`src/rtl/core/a4icd_pkg.sv`:
```
`timescale 1ns / 1ps

package a4icd_pkg;

  localparam int unsigned InstrWidth = 32;
  localparam int unsigned ClassWidth = 4;

  typedef logic [InstrWidth-1:0] instr_t;
  typedef logic [ClassWidth-1:0] class_t;

  localparam class_t CLS_DATAPROC   = 4'd0;
  localparam class_t CLS_PSR        = 4'd1;
  localparam class_t CLS_MUL        = 4'd2;
  localparam class_t CLS_SWAP       = 4'd3;
  localparam class_t CLS_LDST_EXTRA = 4'd4;
  localparam class_t CLS_LDST       = 4'd5;
  localparam class_t CLS_LDM_STM    = 4'd6;
  localparam class_t CLS_BRANCH     = 4'd7;
  localparam class_t CLS_LDC_STC    = 4'd8;
  localparam class_t CLS_SWI        = 4'd9;
  localparam class_t CLS_MRC_MCR    = 4'd10;
  localparam class_t CLS_CDP        = 4'd11;
  localparam class_t CLS_UNDEF      = 4'd12;

  // Major opcode groups, bits 27:25
  localparam logic [2:0] GRP_DP_REG  = 3'b000;
  localparam logic [2:0] GRP_DP_IMM  = 3'b001;
  localparam logic [2:0] GRP_LDST_IM = 3'b010;
  localparam logic [2:0] GRP_LDST_RG = 3'b011;
  localparam logic [2:0] GRP_LDM     = 3'b100;
  localparam logic [2:0] GRP_BRANCH  = 3'b101;
  localparam logic [2:0] GRP_CP_LDST = 3'b110;
  localparam logic [2:0] GRP_CP_SWI  = 3'b111;

  // Shift-type field, bits 6:5, in the multiply / extra load-store space
  localparam logic [1:0] SH_MUL_SWP  = 2'b00;
  localparam logic [1:0] SH_HALFWORD = 2'b01;

  function automatic logic misc_pattern(input instr_t w);
    misc_pattern = w[24] & ~w[23] & ~w[20];
  endfunction

  function automatic class_t decode_mul_extra(input instr_t w);
    class_t c;
    c = CLS_UNDEF;
    case (w[6:5])
      SH_MUL_SWP: begin
        if (w[24:22] == 3'b000) begin
          c = CLS_MUL;
        end else if (w[24:23] == 2'b01) begin
          c = CLS_MUL;
        end else if (w[24:23] == 2'b10 && w[21:20] == 2'b00) begin
          c = CLS_SWAP;
        end else begin
          c = CLS_UNDEF;
        end
      end
      SH_HALFWORD: c = CLS_LDST_EXTRA;
      default:     c = w[20] ? CLS_LDST_EXTRA : CLS_UNDEF;
    endcase
    return c;
  endfunction

  function automatic class_t decode_group0(input instr_t w);
    class_t c;
    c = CLS_DATAPROC;
    if (!w[4]) begin
      if (misc_pattern(w)) begin
        c = (w[7:4] == 4'h0) ? CLS_PSR : CLS_UNDEF;
      end
    end else if (!w[7]) begin
      if (misc_pattern(w)) begin
        c = (w[7:4] == 4'h1 && w[22:21] == 2'b01) ? CLS_BRANCH : CLS_UNDEF;
      end
    end else begin
      c = decode_mul_extra(w);
    end
    return c;
  endfunction

  function automatic class_t classify(input instr_t w);
    class_t c;
    c = CLS_UNDEF;
    case (w[27:25])
      GRP_DP_REG: c = decode_group0(w);
      GRP_DP_IMM: begin
        if (misc_pattern(w)) begin
          c = w[21] ? CLS_PSR : CLS_UNDEF;
        end else begin
          c = CLS_DATAPROC;
        end
      end
      GRP_LDST_IM: c = CLS_LDST;
      GRP_LDST_RG: c = w[4] ? CLS_UNDEF : CLS_LDST;
      GRP_LDM:     c = CLS_LDM_STM;
      GRP_BRANCH:  c = CLS_BRANCH;
      GRP_CP_LDST: c = CLS_LDC_STC;
      GRP_CP_SWI: begin
        if (w[24]) begin
          c = CLS_SWI;
        end else begin
          c = w[4] ? CLS_MRC_MCR : CLS_CDP;
        end
      end
      default: c = CLS_UNDEF;
    endcase
    return c;
  endfunction

endpackage

```
`src/rtl/core/armv4_instruction_class_decoder_unit.sv`:
```
`timescale 1ns / 1ps

// ARMv4 instruction class decoder.
// Input channel: in_valid / in_ready carry one 32-bit instruction word per
// item on in_instruction_word. The condition field is not looked at.
// Result channel: out_valid / out_ready carry the 4-bit class code on
// out_instruction_class (0 data processing .. 11 coprocessor data
// processing, 12 undefined).
// Path: an accepted item is held in the input register, passes the decode
// tree, and its class is loaded into the result register; two register
// stages in all (input register, then result register).
// Throughput: one item per cycle while out_ready is high, set by the single
// decode stage; each register stage refills in the cycle it drains.
// Stall: when out_ready is low the result register holds its item, the
// input register fills behind it, and in_ready falls only when both are
// full. Nothing is dropped or repeated.
// Reset: rst_n low at a clock edge empties both stages; in_ready is high
// and out_valid low from the first cycle after reset.
module armv4_instruction_class_decoder_unit (
  input  logic                clk,
  input  logic                rst_n,
  input  logic                in_valid,
  output logic                in_ready,
  input  a4icd_pkg::instr_t   in_instruction_word,
  output logic                out_valid,
  input  logic                out_ready,
  output a4icd_pkg::class_t   out_instruction_class
);

  import a4icd_pkg::*;

  logic   s1_valid_r, s1_valid_nxt;
  instr_t instr_r;
  logic   out_valid_r, out_valid_nxt;
  class_t class_r;
  logic   s2_ready;
  logic   in_fire;
  logic   s1_move;

  assign s2_ready = ~out_valid_r | out_ready;
  assign in_ready = ~s1_valid_r | s2_ready;
  assign in_fire  = in_valid & in_ready;
  assign s1_move  = s1_valid_r & s2_ready;

  always_comb begin
    s1_valid_nxt = s1_valid_r;
    if (in_fire) begin
      s1_valid_nxt = 1'b1;
    end else if (s1_move) begin
      s1_valid_nxt = 1'b0;
    end
    out_valid_nxt = out_valid_r;
    if (s2_ready) begin
      out_valid_nxt = s1_valid_r;
    end
  end

  always_ff @(posedge clk) begin
    if (!rst_n) begin
      s1_valid_r  <= 1'b0;
      out_valid_r <= 1'b0;
    end else begin
      s1_valid_r  <= s1_valid_nxt;
      out_valid_r <= out_valid_nxt;
    end
  end

  // Payload: load only when the stage takes a new item
  always_ff @(posedge clk) begin
    if (in_fire) begin
      instr_r <= in_instruction_word;
    end
    if (s1_move) begin
      class_r <= classify(instr_r);
    end
  end

  assign out_valid             = out_valid_r;
  assign out_instruction_class = class_r;

  a_class_in_range: assert property (@(posedge clk) disable iff (!rst_n)
    out_valid_r |-> (class_r <= CLS_UNDEF))
    else $error("class code out of range");

  a_decode_matches: assert property (@(posedge clk) disable iff (!rst_n)
    s1_move |=> (out_valid_r && class_r == classify($past(instr_r))))
    else $error("result register does not hold the decoded item");

  a_stall_only_full: assert property (@(posedge clk) disable iff (!rst_n)
    !in_ready |-> (s1_valid_r && out_valid_r && !out_ready))
    else $error("input stalled with room in the pipeline");

  a_reset_empty: assert property (@(posedge clk)
    !rst_n |=> (!out_valid_r && !s1_valid_r))
    else $error("pipeline not empty after reset");

  a_no_overwrite: assert property (@(posedge clk) disable iff (!rst_n)
    (s1_valid_r && !s2_ready) |=> (s1_valid_r && $stable(instr_r)))
    else $error("held item in input register lost");

endmodule

```
`config.mk`:
```
export PLATFORM = sky130hd
export DESIGN_NAME = armv4_instruction_class_decoder_unit
export DESIGN_NICKNAME = d
export VERILOG_FILES = /design/src/rtl/core/a4icd_pkg.sv /design/src/rtl/core/armv4_instruction_class_decoder_unit.sv
export SDC_FILE = /design/constraint.sdc
export NUM_CORES = 1
export LEC_CHECK = 0
export ABC_AREA = 1
export BUFFER_PORTS_ARGS = -buffer_cell sky130_fd_sc_hd__buf_2
export CORE_MARGIN = 3
export CORE_UTILIZATION = 48
export CTS_CLUSTER_SIZE = 40
export DETAILED_ROUTE_END_ITERATION = 12
export HOLD_SLACK_MARGIN = 0.02
export PLACE_DENSITY = 0.82
export SYNTH_ARGS = -nofsm -noshare
export SYNTH_HDL_FRONTEND = slang
export SYNTH_SLANG_ARGS = --single-unit
```
`constraint.sdc`:
```
create_clock -name clk -period 2.22 [get_ports clk]
set_input_delay 0.444 -clock clk [delete_from_list [all_inputs] [get_ports clk]]
set_output_delay 0.444 -clock clk [all_outputs]
set_load 0.02 [all_outputs]
```
==> results summary <==
The final worst-path cycle share is 63.8%. The worst hold path class is primary input to flip-flop. The number of fill cells came out at between 100 and 150. The count of different cell masters after synthesis is 18.

The diode insertion count for antenna repair is 0. The first global-routing pass estimated roughly 2500 um of wire. The floorplan core area came out at approximately 1600 um^2.

The time the worst path needs with I/O delays and setup came out at 1.42 ns. The final setup violation count is 0. The maximum frequency from static timing analysis came out at about 700 MHz. Dividing the detail-routed wire length by the instance count gives 9.72 um. Before antenna repair, the detailed router went through 2 iterations. The area of the mapped netlist is 893 um^2.

The maximum net fanout on the critical path is 4. The tool flagged a number of max-cap violations equal to 0. At the worst endpoint, the required time is around 1.8 ns.

The worst setup path is of the flip-flop to primary output kind. Grouping stages by cell kind, the critical path spends the most delay in flip-flops. The number of gates given a new drive strength after cts is 0.

The floorplan has 14 rows. The cell count of the worst reg-to-reg path is 8. The launch instance of the worst register-to-register path is instr_r[26]$_DFFE_PP_. The count of endpoints failing hold in the final timing report is 0. No sink is reached through more buffers than the 2 on the longest clock path. The hold buffer count at CTS came out at 0. TritonCTS built the clock tree. The average footprint of a synthesized cell came out at 8.93 um^2. In the routed design, unresolved DRC markers number 0. The count of buffer and inverter cells on the critical path is 1. The highest routed metal layer is met4. The portion of the post-synthesis area used by sequential elements came out at 58.3%.

The flip-flop and latch area is 520 um^2. In the global route stage, overall resource usage came out at 13.4%. The floorplan step set the die height to 49.1 um.

The die boundary width came out at 49.1 um. TritonCTS created 3 clock buffers. VDD sags by at most 0.000434 V. The endpoint identified for the worst register-to-register timing path is out_instruction_class[0]$_DFFE_PP_. The peak per-stage delay on the critical path is 0.38 ns. The total non-filler cell area in the finished layout is 1050 um^2.

The number of warnings printed during yosys synthesis is 0. The max-slew violation count came out at 0. The final layout contains around 160 nets. Walking the worst path, the cells encountered are nand3_1 -> buf_2. The area growth from synthesis to layout is 18.1%.

After detailed placement, the total cell area comes to a little over 1000 um^2. Setup repair after global routing left no endpoint under its margin. The detailed placer's ending HPWL is 1200 um. The max-slew headroom at the worst pin came out at 72.4%. Counting every instance in the synthesized netlist gives 100. Summed over all layers, the routed wires come to 1450 um. The length of routed wiring on met1 came out at 627 um. The weighted congestion reported at the end of routability-driven placement came out at 0.862.

The endpoint arrival time on the critical path is approximately 0.97 ns. Counting instances, the worst hold path has a depth of 1. Using the TritonRoute via totals, the vias-per-cell ratio works out to 4.70. The sort of element at the start of the critical path is a flip-flop.

The tree is rooted in a sky130_fd_sc_hd__clkbuf_4. After routing, the total negative slack on setup checks comes to 0 ns. The total length of routed met2 wires came out at 718 um.

The number of port buffers came out at 21. STA classifies the critical path endpoint as a primary output. The slew at the pin closest to its max-slew limit came out at 0.414 ns.

The I/O pin count is 42. The number of sinks on the clock net came out at 18. The register-to-register path setup slack came out at 1.00 ns.

The leakage component of the power came out at 0.499 nW. For hold timing, the worst endpoint is instr_r[6]$_DFFE_PP_. Across all layers, the routed design uses 701 vias. The routed design uses 74 um of met3 wire. Clock-pin slew was measured on the worst setup and hold paths at 0.09 ns. The number of antenna violations at the first check in global routing came out at 0.

After clock tree synthesis, the setup repair step added 0 buffers. The via count of the first global-routing pass is roughly 640. The total power divided by cell area came out at 604 nW/um^2.

The source-to-sink clock delay at the later pin of the worst-skew pair came out at a little under 0.3 ns. The flow ran to the end, and the final reports show no timing, DRC or antenna violations. The largest net degree at the start of global routing is 13. For this design, the slowest cell found on the critical path is sky130_fd_sc_hd__dfxtp_1. After global routing the overflow that remains totals 0.

The flip-flop and latch count after synthesis came out at 18. The number of H-tree levels came out at 1. The total area of multi-input combinational cells is 290 um^2. The number of nets in the synthesized netlist is 136. The start point of the worst min-delay path is in_instruction_word[6].

The overall die area came out at 2410 um^2. The fraction of layout instances using a drive strength above 1 is 29.6%. The initial detailed-routing violation count is 2. Once detail routing completed, the nets flagged for antenna violations numbered 0. The initial core utilization came out at between 50% and 60%. The final clock skew is 0.00477 ns.
==> cells in the final DEF, fill, tap and decap left out <==
cell,n
sky130_fd_sc_hd__o21a_1,1
sky130_fd_sc_hd__nor3_1,1
sky130_fd_sc_hd__nor2_2,2
sky130_fd_sc_hd__clkinv_1,2
sky130_fd_sc_hd__o21ai_0,3
sky130_fd_sc_hd__nor2_1,8
sky130_fd_sc_hd__inv_1,14
sky130_fd_sc_hd__buf_2,21
sky130_fd_sc_hd__nand4_1,1
sky130_fd_sc_hd__nand2_1,23
sky130_fd_sc_hd__clkbuf_4,3
sky130_fd_sc_hd__nand3b_1,1
sky130_fd_sc_hd__dfxtp_1,2
sky130_fd_sc_hd__inv_2,7
sky130_fd_sc_hd__o21ai_1,2
sky130_fd_sc_hd__nand3_1,10
sky130_fd_sc_hd__a21oi_1,4
sky130_fd_sc_hd__nand3_2,3
sky130_fd_sc_hd__nor3_2,1
sky130_fd_sc_hd__edfxtp_1,16
==> flip-flops by register name, indices dropped and copies added, names as in the netlist <==
register / flops
out_instruction_class: 4
instr_r: 12
out_valid: 1
s1_valid_r: 1
==> worst max path at each step <==
stage | start | endpoint | slack [ns] | cells past startpoint
floorplan | out_ready | instr_r[20]$_DFFE_PP_ | 0.81 | 4
global placement | out_ready | instr_r[27]$_DFFE_PP_ | 0.81 | 5
detailed placement | out_ready | instr_r[4]$_DFFE_PP_ | 0.75 | 5
CTS | out_valid$_SDFFE_PN0P_ | in_ready | 0.79 | 2
global route | out_valid$_SDFFE_PN0P_ | in_ready | 0.73 | 2
finish | out_valid$_SDFFE_PN0P_ | in_ready | 0.80 | 2
==> routing by layer <==
| layer | vias up | GRT usage [%] |
|---|---|---|
| li1 | 375 | - |
| met1 | 303 | 14.6 |
| met2 | 19 | 23.4 |
| met3 | 4 | 3.98 |
| met4 | 0 | 6.64 |
| met5 | - | 0 |
==> Yosys cell counts <==
library cell,instances,area share [%]
sky130_fd_sc_hd__nor2_2,2,1.4
sky130_fd_sc_hd__nand2_1,23,9.7
sky130_fd_sc_hd__inv_2,7,2.9
sky130_fd_sc_hd__nor3_2,1,1.1
sky130_fd_sc_hd__o21a_1,1,0.84
sky130_fd_sc_hd__o21ai_0,3,1.7
sky130_fd_sc_hd__dfxtp_1,2,4.5
sky130_fd_sc_hd__nand3b_1,1,0.84
sky130_fd_sc_hd__nand4_1,1,0.70
sky130_fd_sc_hd__nand3_1,10,5.6
sky130_fd_sc_hd__o21ai_1,2,1.1
sky130_fd_sc_hd__clkinv_1,1,0.42
sky130_fd_sc_hd__a21oi_1,4,2.2
sky130_fd_sc_hd__nor2_1,8,3.4
sky130_fd_sc_hd__edfxtp_1,16,54
sky130_fd_sc_hd__nor3_1,1,0.56
sky130_fd_sc_hd__nand3_2,3,3.4
sky130_fd_sc_hd__inv_1,14,5.9
==> worst register-to-register path, cell delays in order, from the launching register on <==
cell and delay (ns):
sky130_fd_sc_hd__edfxtp_1 0.45, sky130_fd_sc_hd__inv_2 0.12, sky130_fd_sc_hd__nor2_1 0.06, sky130_fd_sc_hd__o21ai_1 0.08, sky130_fd_sc_hd__nand2_1 0.06, sky130_fd_sc_hd__inv_1 0.05, sky130_fd_sc_hd__nand2_1 0.05, sky130_fd_sc_hd__nor2_1 0.08
sky130_fd_sc_hd__nand2_1 0.05
==> where the power goes <==
| group | switching [W] | total (W) | internal, W |
|---|---|---|---|
| clock network | 0.0000902 | 0.000156 | 0.0000653 |
| logic | 0.0000482 | 0.0000781 | 0.0000299 |
| registers | 0.0000119 | 0.000404 | 0.000392 |
==> logic make-up (layout without fill, tap and decap cells) <==
group	Yosys count	count (layout)	share of synthesized area, %
AOI/OAI and AO/OA	10	10	5.88
buffers and inverters	22	47	9.24
DFF	18	18	58.3
and+or+nand+nor	50	50	26.6
==> layout make-up <==
class                           count  area share (%)
Inverter                           22            7.83
Tap cell                           24            2.85
Timing Repair Buffer               21            9.96
Clock inverter                      1           0.356
Sequential cell                    18            49.3
Multi-Input combinational cell     60            27.5
Clock buffer                        3            2.14
==> per-stage QoR <==
stage               total power, W  setup slack (ns)  std cells  hold slack (ns)  utilization (%)
floorplan                 0.000462             0.810        100            0.447                -
global placement          0.000486             0.805        145            0.453             63.1
detailed placement        0.000490             0.752        145            0.471             63.1
CTS                       0.000648             0.791        149            0.313             64.7
global route              0.000673             0.730        149            0.309             64.7
finish                    0.000637             0.804        149            0.325             64.7
Power figures use the tool's default switching activity.
